File: src/tvsp_pkg.sv
package tvsp_pkg;

    localparam int MAX_ANGLE         = 270;
    localparam int STEPS_PER_QUARTER = 500;
    localparam int FIXED_SETPOINT    = 27;
    localparam int STEP_LIMIT        = 2047;

    // target numerator: (sp*4095 - adc*292)*54, divided by 4095 afterwards
    localparam longint SP_GAIN    = 4095 * 54;
    localparam longint ADC_GAIN   = 292 * 54;
    localparam longint CLAMP_NUM  = (MAX_ANGLE + 1) * 4095;
    localparam int     DIV_SHIFT  = 33;
    localparam longint RECIP_4095 = ((64'd1 << DIV_SHIFT) + 4094) / 4095;
    localparam longint RECIP_90   = ((64'd1 << 32) + 89) / 90;

    localparam int ANGLE_W = 9;
    localparam int STEPS_W = 11;
    localparam int NUM_W   = 27;
    localparam int PROD_W  = 21;

    localparam logic [1:0] FUNC_SAMPLE = 2'd0;
    localparam logic [1:0] FUNC_ECHO   = 2'd1;
    localparam logic [1:0] FUNC_TICK   = 2'd2;

    localparam logic [1:0] REG_USER_SETPOINT = 2'd0;
    localparam logic [1:0] REG_USE_USER      = 2'd1;
    localparam logic [1:0] REG_DOOR_TICKS    = 2'd2;

    typedef enum logic [2:0] {
        K_SAMPLE_USER,
        K_SAMPLE_FIXED,
        K_ECHO,
        K_TICK,
        K_NONE
    } kind_t;

    typedef struct packed {
        kind_t       kind;
        logic [6:0]  setpoint;
        logic [11:0] adc;
        logic [31:0] cap;
    } item_t;

    typedef struct packed {
        logic [3:0]         coil;
        logic               stepped;
        logic [ANGLE_W-1:0] position;
        logic [STEPS_W-1:0] steps;
        logic               door;
        logic               ignored;
    } res_t;

    typedef enum logic [2:0] {
        B_IDLE,
        B_NUM,
        B_DIV,
        B_MOVE,
        B_STEPS
    } bstate_t;

endpackage

File: src/tvsp_front.sv
module tvsp_front (
    input  logic                clk,
    input  logic                rst_n,
    input  logic                push,
    output logic                full,
    input  logic [1:0]          func,
    input  logic [11:0]         adc_sample,
    input  logic [31:0]         capture_time,
    input  logic                cfg_write,
    input  logic [1:0]          cfg_index,
    input  logic [31:0]         cfg_data,
    output logic [31:0]         door_ticks,
    output logic                item_valid,
    input  logic                item_pop,
    output tvsp_pkg::item_t     item
);

    logic [6:0]           setpoint_reg;
    logic                 use_user_reg;
    logic [31:0]          door_ticks_reg;
    tvsp_pkg::item_t      slot_reg [2];
    logic [1:0]           count_reg;
    logic                 wr_ptr_reg;
    logic                 rd_ptr_reg;
    tvsp_pkg::item_t      incoming;
    logic                 do_push;

    always_comb
    begin
        incoming.adc      = adc_sample;
        incoming.cap      = capture_time;
        incoming.setpoint = use_user_reg ? setpoint_reg : 7'(tvsp_pkg::FIXED_SETPOINT);
        unique case (func)
            tvsp_pkg::FUNC_SAMPLE:
                incoming.kind = use_user_reg ? tvsp_pkg::K_SAMPLE_USER
                                             : tvsp_pkg::K_SAMPLE_FIXED;
            tvsp_pkg::FUNC_ECHO: incoming.kind = tvsp_pkg::K_ECHO;
            tvsp_pkg::FUNC_TICK: incoming.kind = tvsp_pkg::K_TICK;
            default:             incoming.kind = tvsp_pkg::K_NONE;
        endcase
    end

    assign full       = (count_reg == 2'd2);
    assign do_push    = push && !full;
    assign item_valid = (count_reg != 2'd0);
    assign item       = slot_reg[rd_ptr_reg];
    assign door_ticks = door_ticks_reg;

    always_ff @(posedge clk or negedge rst_n)
    begin
        if (!rst_n)
        begin
            setpoint_reg   <= 7'(tvsp_pkg::FIXED_SETPOINT);
            use_user_reg   <= 1'b0;
            door_ticks_reg <= 32'd589;
        end
        else if (cfg_write)
        begin
            unique case (cfg_index)
                tvsp_pkg::REG_USER_SETPOINT: setpoint_reg   <= cfg_data[6:0];
                tvsp_pkg::REG_USE_USER:      use_user_reg   <= cfg_data[0];
                tvsp_pkg::REG_DOOR_TICKS:    door_ticks_reg <= cfg_data;
                default:                     ;
            endcase
        end
    end

    always_ff @(posedge clk or negedge rst_n)
    begin
        if (!rst_n)
        begin
            count_reg  <= 2'd0;
            wr_ptr_reg <= 1'b0;
            rd_ptr_reg <= 1'b0;
        end
        else
        begin
            if (do_push)
                wr_ptr_reg <= !wr_ptr_reg;
            if (item_pop)
                rd_ptr_reg <= !rd_ptr_reg;
            count_reg <= count_reg + 2'(do_push) - 2'(item_pop);
        end
    end

    always_ff @(posedge clk)
    begin
        if (do_push)
            slot_reg[wr_ptr_reg] <= incoming;
    end

endmodule

File: src/tvsp_back.sv
module tvsp_back (
    input  logic                clk,
    input  logic                rst_n,
    input  logic                item_valid,
    output logic                item_pop,
    input  tvsp_pkg::item_t     item,
    input  logic [31:0]         door_ticks,
    input  logic                res_ready,
    output logic                res_push,
    output tvsp_pkg::res_t      res
);

    tvsp_pkg::bstate_t                  state_reg, state_next;
    logic [1:0]                         phase_reg, phase_next;
    logic [tvsp_pkg::ANGLE_W-1:0]       position_reg, position_next;
    logic [tvsp_pkg::STEPS_W-1:0]       pending_reg, pending_next;
    logic                               reverse_reg, reverse_next;
    logic                               rising_seen_reg, rising_seen_next;
    logic [31:0]                        rising_time_reg, rising_time_next;
    logic [31:0]                        pulse_reg, pulse_next;
    logic [6:0]                         sp_reg, sp_next;
    logic [11:0]                        adc_reg, adc_next;
    logic [tvsp_pkg::NUM_W-1:0]         num_reg, num_next;
    logic [tvsp_pkg::ANGLE_W-1:0]       target_reg, target_next;
    logic [tvsp_pkg::PROD_W-1:0]        prod_reg, prod_next;

    logic [tvsp_pkg::NUM_W-1:0]         sp_term, adc_term;
    logic [42:0]                        quot_prod;
    logic [46:0]                        step_prod;
    logic [tvsp_pkg::ANGLE_W-1:0]       delta;
    logic                               door_now;
    logic [3:0]                         coil;
    logic                               stepped;
    logic                               ignored;

    assign sp_term   = tvsp_pkg::NUM_W'(sp_reg) * tvsp_pkg::NUM_W'(tvsp_pkg::SP_GAIN);
    assign adc_term  = tvsp_pkg::NUM_W'(adc_reg) * tvsp_pkg::NUM_W'(tvsp_pkg::ADC_GAIN);
    assign quot_prod = 43'(num_reg[20:0]) * 43'(tvsp_pkg::RECIP_4095);
    assign step_prod = 47'(prod_reg) * 47'(tvsp_pkg::RECIP_90);
    assign delta     = (target_reg > position_reg) ? target_reg - position_reg
                                                   : position_reg - target_reg;
    assign door_now  = (pulse_reg >= door_ticks);

    always_comb
    begin
        state_next       = state_reg;
        phase_next       = phase_reg;
        position_next    = position_reg;
        pending_next     = pending_reg;
        reverse_next     = reverse_reg;
        rising_seen_next = rising_seen_reg;
        rising_time_next = rising_time_reg;
        pulse_next       = pulse_reg;
        sp_next          = sp_reg;
        adc_next         = adc_reg;
        num_next         = num_reg;
        target_next      = target_reg;
        prod_next        = prod_reg;
        item_pop         = 1'b0;
        res_push         = 1'b0;
        coil             = 4'd0;
        stepped          = 1'b0;
        ignored          = 1'b0;

        unique case (state_reg)
            tvsp_pkg::B_IDLE:
            begin
                // take a word only when its result has a slot waiting
                if (item_valid && res_ready)
                begin
                    item_pop = 1'b1;
                    unique case (item.kind)
                        tvsp_pkg::K_SAMPLE_USER, tvsp_pkg::K_SAMPLE_FIXED:
                        begin
                            if (pending_reg != '0)
                            begin
                                ignored  = 1'b1;
                                res_push = 1'b1;
                            end
                            else if (item.kind == tvsp_pkg::K_SAMPLE_FIXED && !door_now)
                            begin
                                target_next = '0;
                                state_next  = tvsp_pkg::B_MOVE;
                            end
                            else
                            begin
                                sp_next    = item.setpoint;
                                adc_next   = item.adc;
                                state_next = tvsp_pkg::B_NUM;
                            end
                        end
                        tvsp_pkg::K_ECHO:
                        begin
                            res_push = 1'b1;
                            if (!rising_seen_reg)
                            begin
                                rising_time_next = item.cap;
                                rising_seen_next = 1'b1;
                            end
                            else
                            begin
                                // wrap rule: equal times give all ones
                                if (item.cap > rising_time_reg)
                                    pulse_next = item.cap - rising_time_reg;
                                else
                                    pulse_next = ~rising_time_reg + item.cap;
                                rising_seen_next = 1'b0;
                            end
                        end
                        tvsp_pkg::K_TICK:
                        begin
                            res_push = 1'b1;
                            if (pending_reg != '0)
                            begin
                                coil         = 4'b0001 << phase_reg;
                                stepped      = 1'b1;
                                phase_next   = reverse_reg ? phase_reg - 2'd1
                                                           : phase_reg + 2'd1;
                                pending_next = pending_reg - tvsp_pkg::STEPS_W'(1);
                            end
                        end
                        default:
                            res_push = 1'b1;
                    endcase
                end
            end
            tvsp_pkg::B_NUM:
            begin
                num_next   = sp_term - adc_term;
                state_next = tvsp_pkg::B_DIV;
            end
            tvsp_pkg::B_DIV:
            begin
                // clamp negative and oversized numerators before the reciprocal
                if (num_reg[tvsp_pkg::NUM_W-1] || num_reg == '0)
                    target_next = '0;
                else if (num_reg >= tvsp_pkg::NUM_W'(tvsp_pkg::CLAMP_NUM))
                    target_next = tvsp_pkg::ANGLE_W'(tvsp_pkg::MAX_ANGLE);
                else
                    target_next = quot_prod[tvsp_pkg::DIV_SHIFT +: tvsp_pkg::ANGLE_W];
                state_next = tvsp_pkg::B_MOVE;
            end
            tvsp_pkg::B_MOVE:
            begin
                if (target_reg == position_reg)
                begin
                    res_push   = 1'b1;
                    state_next = tvsp_pkg::B_IDLE;
                end
                else
                begin
                    reverse_next = (target_reg < position_reg);
                    prod_next    = tvsp_pkg::PROD_W'(delta)
                                 * tvsp_pkg::PROD_W'(tvsp_pkg::STEPS_PER_QUARTER);
                    state_next   = tvsp_pkg::B_STEPS;
                end
            end
            tvsp_pkg::B_STEPS:
            begin
                if (step_prod[46:43] != 4'd0)
                    pending_next = tvsp_pkg::STEPS_W'(tvsp_pkg::STEP_LIMIT);
                else
                    pending_next = step_prod[42:32];
                position_next = target_reg;
                res_push      = 1'b1;
                state_next    = tvsp_pkg::B_IDLE;
            end
            default:
                state_next = tvsp_pkg::B_IDLE;
        endcase

        res.coil     = coil;
        res.stepped  = stepped;
        res.position = position_next;
        res.steps    = pending_next;
        res.door     = (pulse_next >= door_ticks);
        res.ignored  = ignored;
    end

    always_ff @(posedge clk or negedge rst_n)
    begin
        if (!rst_n)
        begin
            state_reg       <= tvsp_pkg::B_IDLE;
            phase_reg       <= 2'd0;
            position_reg    <= '0;
            pending_reg     <= '0;
            reverse_reg     <= 1'b0;
            rising_seen_reg <= 1'b0;
            pulse_reg       <= 32'd0;
        end
        else
        begin
            state_reg       <= state_next;
            phase_reg       <= phase_next;
            position_reg    <= position_next;
            pending_reg     <= pending_next;
            reverse_reg     <= reverse_next;
            rising_seen_reg <= rising_seen_next;
            pulse_reg       <= pulse_next;
        end
    end

    always_ff @(posedge clk)
    begin
        rising_time_reg <= rising_time_next;
        sp_reg          <= sp_next;
        adc_reg         <= adc_next;
        num_reg         <= num_next;
        target_reg      <= target_next;
        prod_reg        <= prod_next;
    end

endmodule

File: src/tvsp_resq.sv
module tvsp_resq (
    input  logic                clk,
    input  logic                rst_n,
    input  logic                res_push,
    input  tvsp_pkg::res_t      res_in,
    output logic                res_ready,
    output logic                empty,
    input  logic                pop,
    output tvsp_pkg::res_t      res_out
);

    tvsp_pkg::res_t slot_reg [2];
    logic [1:0]     count_reg;
    logic           wr_ptr_reg;
    logic           rd_ptr_reg;
    logic           do_pop;

    assign res_ready = (count_reg != 2'd2);
    assign empty     = (count_reg == 2'd0);
    assign do_pop    = pop && !empty;
    assign res_out   = slot_reg[rd_ptr_reg];

    always_ff @(posedge clk or negedge rst_n)
    begin
        if (!rst_n)
        begin
            count_reg  <= 2'd0;
            wr_ptr_reg <= 1'b0;
            rd_ptr_reg <= 1'b0;
        end
        else
        begin
            if (res_push)
                wr_ptr_reg <= !wr_ptr_reg;
            if (do_pop)
                rd_ptr_reg <= !rd_ptr_reg;
            count_reg <= count_reg + 2'(res_push) - 2'(do_pop);
        end
    end

    always_ff @(posedge clk)
    begin
        if (res_push)
            slot_reg[wr_ptr_reg] <= res_in;
    end

endmodule

File: src/thermal_vent_stepper_positioner_core.sv
// channel   direction  handshake                      word
// input     in         push / full                    func, adc_sample, capture_time
// result    out        pop / empty                    coil_pattern .. sample_ignored
// config    in         cfg_write (no wait)            cfg_index, cfg_data
//
// Ticks, echo edges, unused kinds and ignored samples are answered on acceptance once
// out of the two-word input queue; a sample that computes an angle runs accept,
// numerator, divide by 4095, delta, step count and update, stopping at delta if nothing
// moves. A closed-door fixed-mode sample skips to delta, stopping there if at zero.
// Reset empties both queues. The back end takes a word only when the two-word result
// queue has room, so a stalled consumer holds it while the front still buffers input.
module thermal_vent_stepper_positioner_core (
    input  logic        clk,
    input  logic        rst_n,
    input  logic        push,
    output logic        full,
    input  logic [1:0]  func,
    input  logic [11:0] adc_sample,
    input  logic [31:0] capture_time,
    output logic        empty,
    input  logic        pop,
    output logic [3:0]  coil_pattern,
    output logic        stepped,
    output logic [8:0]  position_deg,
    output logic [10:0] steps_remaining,
    output logic        door_open,
    output logic        sample_ignored,
    input  logic        cfg_write,
    input  logic [1:0]  cfg_index,
    input  logic [31:0] cfg_data
);

    logic             item_valid;
    logic             item_pop;
    tvsp_pkg::item_t  item;
    logic [31:0]      door_ticks;
    logic             res_ready;
    logic             res_push;
    tvsp_pkg::res_t   res_in;
    tvsp_pkg::res_t   res_out;

    tvsp_front u_front (
        .clk          (clk),
        .rst_n        (rst_n),
        .push         (push),
        .full         (full),
        .func         (func),
        .adc_sample   (adc_sample),
        .capture_time (capture_time),
        .cfg_write    (cfg_write),
        .cfg_index    (cfg_index),
        .cfg_data     (cfg_data),
        .door_ticks   (door_ticks),
        .item_valid   (item_valid),
        .item_pop     (item_pop),
        .item         (item)
    );

    tvsp_back u_back (
        .clk        (clk),
        .rst_n      (rst_n),
        .item_valid (item_valid),
        .item_pop   (item_pop),
        .item       (item),
        .door_ticks (door_ticks),
        .res_ready  (res_ready),
        .res_push   (res_push),
        .res        (res_in)
    );

    tvsp_resq u_resq (
        .clk       (clk),
        .rst_n     (rst_n),
        .res_push  (res_push),
        .res_in    (res_in),
        .res_ready (res_ready),
        .empty     (empty),
        .pop       (pop),
        .res_out   (res_out)
    );

    assign coil_pattern    = res_out.coil;
    assign stepped         = res_out.stepped;
    assign position_deg    = res_out.position;
    assign steps_remaining = res_out.steps;
    assign door_open       = res_out.door;
    assign sample_ignored  = res_out.ignored;

endmodule
File: config.mk
export PLATFORM = sky130hd
export DESIGN_NAME = thermal_vent_stepper_positioner_core
export DESIGN_NICKNAME = d
export VERILOG_FILES = /design/src/tvsp_pkg.sv /design/src/tvsp_front.sv /design/src/tvsp_back.sv /design/src/tvsp_resq.sv /design/src/thermal_vent_stepper_positioner_core.sv
export SDC_FILE = /design/constraint.sdc
export NUM_CORES = 1
export LEC_CHECK = 0
export BUFFER_PORTS_ARGS = -buffer_cell sky130_fd_sc_hd__buf_2
export CORE_MARGIN = 3
export CORE_UTILIZATION = 35
export CTS_CLUSTER_SIZE = 8
export DETAILED_ROUTE_END_ITERATION = 8
export PLACE_DENSITY = 0.48
export SETUP_SLACK_MARGIN = 0.3
export SYNTH_ARGS = -nofsm -noshare
export SYNTH_HDL_FRONTEND = slang
export SYNTH_SLANG_ARGS = --single-unit
File: constraint.sdc
create_clock -name clk -period 11.2 [get_ports clk]
set_clock_uncertainty 0.1 [all_clocks]
set_input_delay 2.24 -clock clk [delete_from_list [all_inputs] [get_ports clk]]
set_output_delay 2.24 -clock clk [all_outputs]
set_load 0.05 [all_outputs]
## Yosys cells after proc, flatten, opt, wreduce, memory -nomap -nowiden

Memory sizes are Yosys's and may differ from the RTL's.
Index checks and enable logic that the tools add are counted.
Widths: inputs -> output; s select.

- Flip-flop bits (word level): 210
- Bits in writable memories: 162
- Bits of input ports: 85
- Output and inout port bits: 29
- Logic and storage cells: 155
- Memories kept: 2

- $add $sub $neg: 12
- $mul: 5
- Magnitude comparators: 6
- Equality and inequality tests: 18
- Shift-type cells: 1
- Multiplexer cells: 51
- Bitwise gates (word level): 5
- Reduce and logical (&&, ||, !) cells: 33

Memories:

| name | words | width | rd ports | clocked after memory_dff | write ports | line | text |
|---|---|---|---|---|---|---|---|
| u_front.slot_reg | 2 | 54 | 1 | 0 | 1 | tvsp_front.sv:21 | `tvsp_pkg::item_t slot_reg [2];` |
| u_resq.slot_reg | 2 | 27 | 1 | 0 | 1 | tvsp_resq.sv:12 | `tvsp_pkg::res_t slot_reg [2];` |

Operators with widths:

| operator | number |
|---|---|
| $mux 32 | 5 |
| $mux 9 | 8 |
| $ge 32x32->1 | 2 |
| $mux 11 | 4 |
| $mul 16x26->42 const B | 1 |
| $mul 21x22->42 const B | 1 |
| $add 32x32->32 | 1 |
| $gt 32x32->1 | 1 |
| $not 32->32 | 1 |
| $sub 32x32->32 | 1 |
| $ge 27x21->1 const B | 1 |
| $logic_not 27->1 | 1 |
| $sub 25x26->27 | 1 |
| $mul 7x17->24 const B | 1 |
| $mul 12x11->23 const B | 1 |
| $pmux 11 s2 | 1 |
| $mux 1 | 18 |
| $pmux 9 s2 | 1 |
| $sub 9x9->9 | 2 |
| $mul 9x7->16 const B | 1 |
| $mux 4 | 4 |
| $eq 3x2->1 const B | 4 |
| $mux 3 | 4 |
| $pmux 3 s4 | 1 |
| 33 further kinds | 65 |

## Logic depth before layout (Yosys ltp)

Gate-level depths: netlist of the first run.

- Word-level depth: 8
- Depth in mapped cells: 32
- Depth with buffers taken out: 31

## Cells and area by module

Synthesis of the first run repeated with hierarchy kept, for this count alone.

- Cells, all modules: 2868
- Area total of the unflattened synthesis: 31963.2 sq um

Modules (own cells, without submodules):

| module | instances | cells an instance | area each (sq um) | sequential area each (sq um) |
|---|---|---|---|---|
| tvsp_back | 1 | 2483 | 23900.4 | 4539.4 |
| tvsp_front | 1 | 284 | 5819.3 | 4355.4 |
| tvsp_resq | 1 | 101 | 2243.4 | 1721.7 |

## Worst setup path after synthesis of the first run

Ideal clock, no wire load.

- Kind: reg2reg
- Start point: register u_back.target_reg[1] (netlist name)
- End point: register u_back.prod_reg[17] (netlist name) (data pin)
- Setup time: 0.261 ns
- Data arrival time: 6.638 ns
- Data required time: 10.839 ns
- Path slack: 4.201 ns
- Stages on the path, launching flop included: 32
- Path buffers: 1
- Period minus slack after synthesis: 6.999 ns
- Cells stage by stage: edfxtp_1 -> inv_1 -> ha_1 -> a21oi_1 -> o21bai_1 -> a21o_1 -> a21o_1 -> a21o_1 -> a21o_1 -> a21oi_1 -> buf_1 -> mux2i_1 -> xnor2_1 -> inv_1 -> fa_1 -> fa_1 -> inv_1 -> fa_1 -> inv_1 -> fa_1 -> inv_1 -> ha_1 -> inv_1 -> o21bai_1 -> a21oi_1 -> nor2b_1 -> o21a_1 -> nor2_1 -> o21bai_1 -> a21oi_1 -> o21ai_0 -> xnor2_1

- Word-level cells in the longest chain between the ends: 3
- Elaborated cells between the ends (all ways): 5
- Classes of those cells: 2 x add/sub; 1 x mul; 1 x order compare; 1 x mux

RTL lines:

| element | line | text |
|---|---|---|
| start, declared | tvsp_back.sv:24 | `logic [tvsp_pkg::ANGLE_W-1:0] target_reg, target_next;` |
| start signal, assigned | tvsp_back.sv:210 | `target_reg <= target_next;` |
| $sub 9x9->9 (tied with other cells) | tvsp_back.sv:41 | `: position_reg - target_reg;` |
| $mux 9 * | tvsp_back.sv:40 | `assign delta = (target_reg > position_reg) ? target_reg - position_reg` |
| $mul 9x7->16 * | tvsp_back.sv:154 | `* tvsp_pkg::PROD_W'(tvsp_pkg::STEPS_PER_QUARTER);` |
| end signal, assigned | tvsp_back.sv:211 | `prod_reg <= prod_next;` |
| end, declared | tvsp_back.sv:25 | `logic [tvsp_pkg::PROD_W-1:0] prod_reg, prod_next;` |

Mark *: on every way between the ends. The rest lies on a longest branch, timed or not.
A chain may end at the register's enable or synchronous reset.

## Worst setup path in the final report of the first run

Ends and elaborated chain as after synthesis.

==> results of run 1 <==
-- routing by layer --
metal	part of all wire [%]	track usage [%]	wire [um]
met5	0	0	0
met4	2.0	3.37	1490
met3	3.6	2.54	2660
met2	46	26.6	33900
met1	48	22.2	35300
-- layout make-up --
cell class                 instances  area share [%]
multi-input combinational       1942            53.9
sequential                       371            30.2
inverter                         490            5.24
clock buffer                      95            4.37
tap                             1165            4.15
timing repair buffer             126            1.89
clock inverter                     5           0.217
-- cells in the mapped netlist, drive strengths merged (9+ instances only) --
master	instances	share of area [%]
a21boi	9	0.23
a21o	80	1.9
a21oi	137	2.2
a31oi	18	0.36
and2	12	0.25
buf	16	0.28
clkbuf	28	0.35
dfrtp	98	7.8
dfstp	9	0.75
edfxtp	264	25
fa	209	13
ha	538	21
inv	490	5.8
mux2	126	4.5
mux2i	12	0.38
nand2	117	1.4
nand2b	31	0.61
nand3	27	0.43
nand4	35	0.71
nor2	103	1.2
nor2b	25	0.50
nor3	31	0.49
nor4	13	0.26
o21a	15	0.36
o21ai	120	2.0
o21bai	20	0.48
or3	12	0.24
xnor2	81	2.2
xor2	57	1.6
-- metrics by stage --
step	cell area (um^2)	instances	utilization [%]	hold WS [ns]	setup WS [ns]
floorplan	31500	2847	-	0.361	4.20
global placement	33500	4094	37.7	0.387	3.33
detailed placement	33500	4094	37.7	0.388	3.14
CTS	35100	4194	39.5	0.400	3.13
global route	35100	4194	39.5	0.425	2.58
finish	35100	4194	39.5	0.396	3.20
-- kinds of logic after synthesis --
| kind of cell | after synthesis | synth area share [%] |
|---|---|---|
| fa+ha+maj | 747 | 34.6 |
| buf+inv | 534 | 6.46 |
| compound gates | 474 | 9.53 |
| simple gates | 445 | 7.04 |
| flops | 371 | 33.7 |
| xor+xnor | 138 | 3.83 |
| mux | 138 | 4.88 |
-- path summary, 6_finish.rpt --
kind	depth (start not counted)	slack, ns	from	end
worst max register to register	30	3.20	u_back.target_reg[1]$_SDFFCE_PP0P_	u_back.prod_reg[17]$_DFFE_PP_
worst max-delay path	30	3.20	u_back.target_reg[1]$_SDFFCE_PP0P_	u_back.prod_reg[17]$_DFFE_PP_
min in group asynchronous	1	1.59	rst_n	u_back.position_reg[1]$_DFF_PN0_
max in group asynchronous	2	7.94	rst_n	u_front.rd_ptr_reg$_DFFE_PN0P_
worst min-delay path	1	0.40	u_front.setpoint_reg[5]$_DFFE_PN0P_	u_front.setpoint_reg[5]$_DFFE_PN0P_
worst min register to register	1	0.40	u_front.setpoint_reg[5]$_DFFE_PN0P_	u_front.setpoint_reg[5]$_DFFE_PN0P_
-- worst register-to-register path: cells and delay by family, from the launching register on --
family | cells | cell delay [ns]
compound gates | 13 | 2.80
xor+xnor | 2 | 0.69
fa+ha+maj | 6 | 2.78
buf+inv | 6 | 0.51
flops | 1 | 0.43
mux | 1 | 0.22
simple gates | 2 | 0.22
==> results.txt, run 1 <==
----------------------------------------------------
[Run status]
  Outcome ... finished clean

[Setup path]
  Slowest library cell on the worst path ... sky130_fd_sc_hd__a21oi_1
  Top cell by count, worst path ... sky130_fd_sc_hd__inv_1
  CP Data Arrival Time ... 8.24 ns
  Startpoint type of the worst setup path ... flop
  Highest cell delay on the worst timing path ... 0.86 ns
  Worst path required time ... 11.44 ns
  Top fanout value on the critical path ... 11
  WP buf/inv ... 6
  Worst Setup Path Type ... flop to flop
  Crit. End Element ... flop
  Cell family with most CP delay ... compound AO/OA/AOI/OAI gates

[Floorplan]
  Height of the chip ... 306 um
  Core Box Area ... 88,900 um^2
  Top-level port count ... 114
  Count of standard-cell rows ... 109
  Area of the die ... 93,800 um^2
  Starting density of the core ... 35.5%
  Die width ... 306 um

[Timing]
  Transition time at the pin with the least slew margin ... 1.11 ns
  Setup_tns ... 0 ns
  Final Hold Violating Endpoints ... 0
  RSZ-0062 raised after global routing ... no
  Setup Viol. Count Final ... 0
  Final Critical Period ... 8.00 ns
  Max-slew violation total from the final report ... 0
  Final period util ... 71.4%
  Max-Slew Margin vs Limit ... 25.8%
  Max Clock Freq ... 0.125 GHz

[Synthesis]
  Proportion of synthesized flip-flops having asynchronous set or reset ... 28.8%
  Number of synthesized flops with an enable pin ... 264
  Yosys synthesis warning count ... 0
  Register area share after synthesis ... 33.7%
  Register bit count reported by yosys ... 371
  Avg Inst Size Synth ... 11.1 um^2
  Number of standard cells after synthesis ... 2,847
  Post-synth design cell area ... 31,500 um^2
  Number of distinct library cells after synthesis ... 74
  Post-Synthesis Net Count ... 3,679
  Leading register cell type out of synthesis ... sky130_fd_sc_hd__edfxtp_1

[Route]
  Routed WL ... 73,400 um
  Vias per inst ... 4.89
  Routed wirelength normalized by instance count ... 17.5 um
  First-pass detailed-route iteration total ... 5
  Routed vias ... 20,500
  Starting DRC count in detailed routing ... 909
  Antenna-violating nets left ... 0
  Residual DRC ... 0

[Clock tree]
  CTS tree ... built
  Cts hold-fix bufs ... 0
  Clock network latency to the later pin of the worst-skew pair ... 0.60 ns
  Clock edge transition at the registers on the reported setup and hold paths ... 0.06 ns
  CTS Buf Count ... 54
  Number of buffers between clock root and the deepest sink ... 3
  Total clock sinks ... 371
  Clk Tree Root Cell ... sky130_fd_sc_hd__clkbuf_16
  Number of setup buffers added after CTS ... 0
  CTS H-Tree Depth ... 2
  Number of gates resized after cts ... 0

[Global route]
  First-pass GRT wire length ... 120,000 um
  Grt ovf ... 0
  Number of global-route vias before repair ... 22,100
  Largest net degree at the start of global routing ... 64
  Tot GR Track Use ... 16.0%
  Number of antenna violations at the first check in global routing ... 6

[Run]
  # Max-Cap Violations ... 0

[Worst hold path]
  Class of the tightest hold or removal check ... flop to flop

[Cells and area]
  Fillers ... 8,636
  Commonest cells after routing, fill and taps aside ... sky130_fd_sc_hd__ha_1 (538), sky130_fd_sc_hd__inv_1 (490), sky130_fd_sc_hd__edfxtp_1 (264), sky130_fd_sc_hd__fa_1 (209), sky130_fd_sc_hd__a21oi_1 (136)
  Nets ... 3,817
  Number of flip-flops under the largest register name ... 108
  Most common cell after layout, fill and taps aside ... sky130_fd_sc_hd__ha_1
  Sequential Area ... 10,600 um^2
  Area growth from synthesis to final layout ... 11.4%
  Multi-input gate area in the final layout ... 18,900 um^2
  Number of diodes added for antenna fixing ... 0
  Fraction of layout instances using a drive strength above 1 ... 11.8%

[Place]
  Number of I/O port buffers ... 113
  Half-perimeter wire length of the detailed placement result ... 59,700 um
  Final weighted congestion of routability-driven global placement ... 0.869

----------------------------------------------------
Power of run 1 is not shown: default switching activity piles up to over one toggle a cycle in this logic, so the estimate is an artifact.
==> run 2, diff against run 1 <==
==> constraint.sdc (replaced) <==
create_clock -name clk -period 7.7 [get_ports clk]
set_clock_uncertainty 0.1 [all_clocks]
set_input_delay 1.54 -clock clk [delete_from_list [all_inputs] [get_ports clk]]
set_output_delay 1.54 -clock clk [all_outputs]
set_load 0.05 [all_outputs]
==> results.txt, run 2 (synthesis results as in run 1) <==
----------------------------------------------------
[Run status]
  Outcome ... finished clean

[Timing]
  Transition time at the pin with the least slew margin ... 1.11 ns
  Final Hold Violating Endpoints ... 0
  Fin Hold WS ... 0.401 ns
  Setup Viol. Count Final ... 0
  Max Clock Freq ... 0.142 GHz
  Final period util ... 91.5%
  RSZ-0062 raised after global routing ... no
  Max-Slew Margin vs Limit ... 25.8%
  Max-slew violation total from the final report ... 0
  Setup_tns ... 0 ns
  Final Critical Period ... 7.05 ns

[Setup path]
  Worst Setup Path Type ... flop to flop
  Critical path origin ... u_back.target_reg[1]$_SDFFCE_PP0P_
  WP depth ... 31
  Slowest library cell on the worst path ... sky130_fd_sc_hd__fa_1
  Register-to-Register Setup Slack ... 0.65 ns
  Startpoint type of the worst setup path ... flop
  Crit. End Element ... flop
  Cell family with most CP delay ... adder cells
  Cells on worst reg2reg path ... 31
  Worst path required time ... 7.92 ns
  WP buf/inv ... 5
  Top fanout value on the critical path ... 5
  Launch point of the worst reg-to-reg path ... u_back.target_reg[1]$_SDFFCE_PP0P_
  R2R Path End ... u_back.prod_reg[17]$_DFFE_PP_
  Highest cell delay on the worst timing path ... 0.54 ns
  CP Data Arrival Time ... 7.26 ns

[Run]
  # Max-Cap Violations ... 0

[Global route]
  First-pass GRT wire length ... 119,000 um
  Grt ovf ... 0
  Tot GR Track Use ... 15.8%
  Largest net degree at the start of global routing ... 55
  Number of global-route vias before repair ... 21,900
  Number of antenna violations at the first check in global routing ... 5

[Worst hold path]
  Startpoint of the worst hold path ... u_front.door_ticks[1]$_DFFE_PN0P_
  Cell depth of the worst hold path ... 1
  Class of the tightest hold or removal check ... flop to flop
  Hold Path End ... u_front.door_ticks[1]$_DFFE_PN0P_

[Cells and area]
  Commonest cells after routing, fill and taps aside ... sky130_fd_sc_hd__ha_1 (538), sky130_fd_sc_hd__inv_1 (489), sky130_fd_sc_hd__edfxtp_1 (264), sky130_fd_sc_hd__fa_1 (209), sky130_fd_sc_hd__a21oi_1 (133)
  Area growth from synthesis to final layout ... 12.0%
  Most common cell after layout, fill and taps aside ... sky130_fd_sc_hd__ha_1
  Fraction of layout instances using a drive strength above 1 ... 12.5%
  Number of flip-flops under the largest register name ... 108
  Total non-filler cell area in the finished layout ... 35,300 um^2
  Sequential Area ... 10,600 um^2
  Multi-input gate area in the final layout ... 19,000 um^2
  Fillers ... 8,644
  Final Core Density ... 39.7%
  Nets ... 3,829

[Clock tree]
  CTS Buf Count ... 54
  Clk Tree Root Cell ... sky130_fd_sc_hd__clkbuf_16
  Number of buffers between clock root and the deepest sink ... 3
  Clock edge transition at the registers on the reported setup and hold paths ... 0.05 ns
  Total clock sinks ... 371
  CTS tree ... built
  CTS H-Tree Depth ... 2
  Cts hold-fix bufs ... 0
  Clock network latency to the later pin of the worst-skew pair ... 0.62 ns

[Route]
  Residual DRC ... 0
  Vias per inst ... 4.89
  Antenna-violating nets left ... 0
  Routed vias ... 20,600
  Starting DRC count in detailed routing ... 849
  First-pass detailed-route iteration total ... 5
  Routed wirelength normalized by instance count ... 17.4 um
  Routed WL ... 73,100 um

[Floorplan]
  Height of the chip ... 306 um
  Die width ... 306 um
  Count of standard-cell rows ... 109
  Area of the die ... 93,800 um^2
  Starting density of the core ... 35.5%
  Top-level port count ... 114
  Core Box Area ... 88,900 um^2

[Place]
  Number of I/O port buffers ... 113
  Half-perimeter wire length of the detailed placement result ... 59,500 um
  Final weighted congestion of routability-driven global placement ... 0.876
  Dpl cell area ... 33,600 um^2

----------------------------------------------------
-- run 2: repair_timing --
action | 4_1_cts | 5_1_grt
setup buffers | 0 | 3
endpoints found under the setup margin | 1 | 5
gates cloned | 0 | 0
hold endpoints to repair | 0 | 0
pin swaps | 0 | 0
resized for setup | 1 | 13
-- run 2: cell type report --
cell class              instances  share of cell area [%]
clock inverters                 6                   0.347
well taps                    1165                    4.13
diodes                          2                  0.0142
inverters                     490                    5.21
clock buffers                  94                    4.31
multi-input cells            1942                    53.8
flip-flops and latches        371                    30.1
repair buffers                138                    2.14
-- run 2: metal layers --
metal  routed length (um)  part of all wire (%)  GRT usage (%)
met1                35100                    48           22.1
met2                33800                    46           26.1
met3                 2590                   3.5           2.13
met4                 1580                   2.2           3.76
met5                    0                     0              0
-- run 2: worst max path at each step --
stage,endpoint
2_1_floorplan,u_back.prod_reg[17]$_DFFE_PP_
6_report,u_back.prod_reg[17]$_DFFE_PP_
5_1_grt,u_back.prod_reg[17]$_DFFE_PP_
4_1_cts,u_back.prod_reg[17]$_DFFE_PP_
3_3_place_gp,u_back.prod_reg[17]$_DFFE_PP_
3_5_place_dp,u_back.prod_reg[17]$_DFFE_PP_
-- run 2: worst register-to-register path, delay by kind of cell, from the launching register on --
| kind | cells | cell delay [ns] |
|---|---|---|
| adder cells (fa/ha/maj) | 6 | 2.70 |
| AO/OA/AOI/OAI | 13 | 2.08 |
| buffers and inverters | 5 | 0.54 |
| flip-flops | 1 | 0.41 |
| AND/OR/NAND/NOR | 4 | 0.36 |
| XOR/XNOR | 2 | 0.32 |
| multiplexers | 1 | 0.26 |
-- run 2: stage by stage --
| stage | setup slack, ns | instances |
|---|---|---|
| after floorplan | 0.701 | 2847 |
| after global placement | 0.433 | 4103 |
| after detailed placement | 0.281 | 4103 |
| after CTS | 0.311 | 4203 |
| after global routing | 0.294 | 4207 |
| final | 0.653 | 4208 |
Power of run 2 is left out for the same reason.
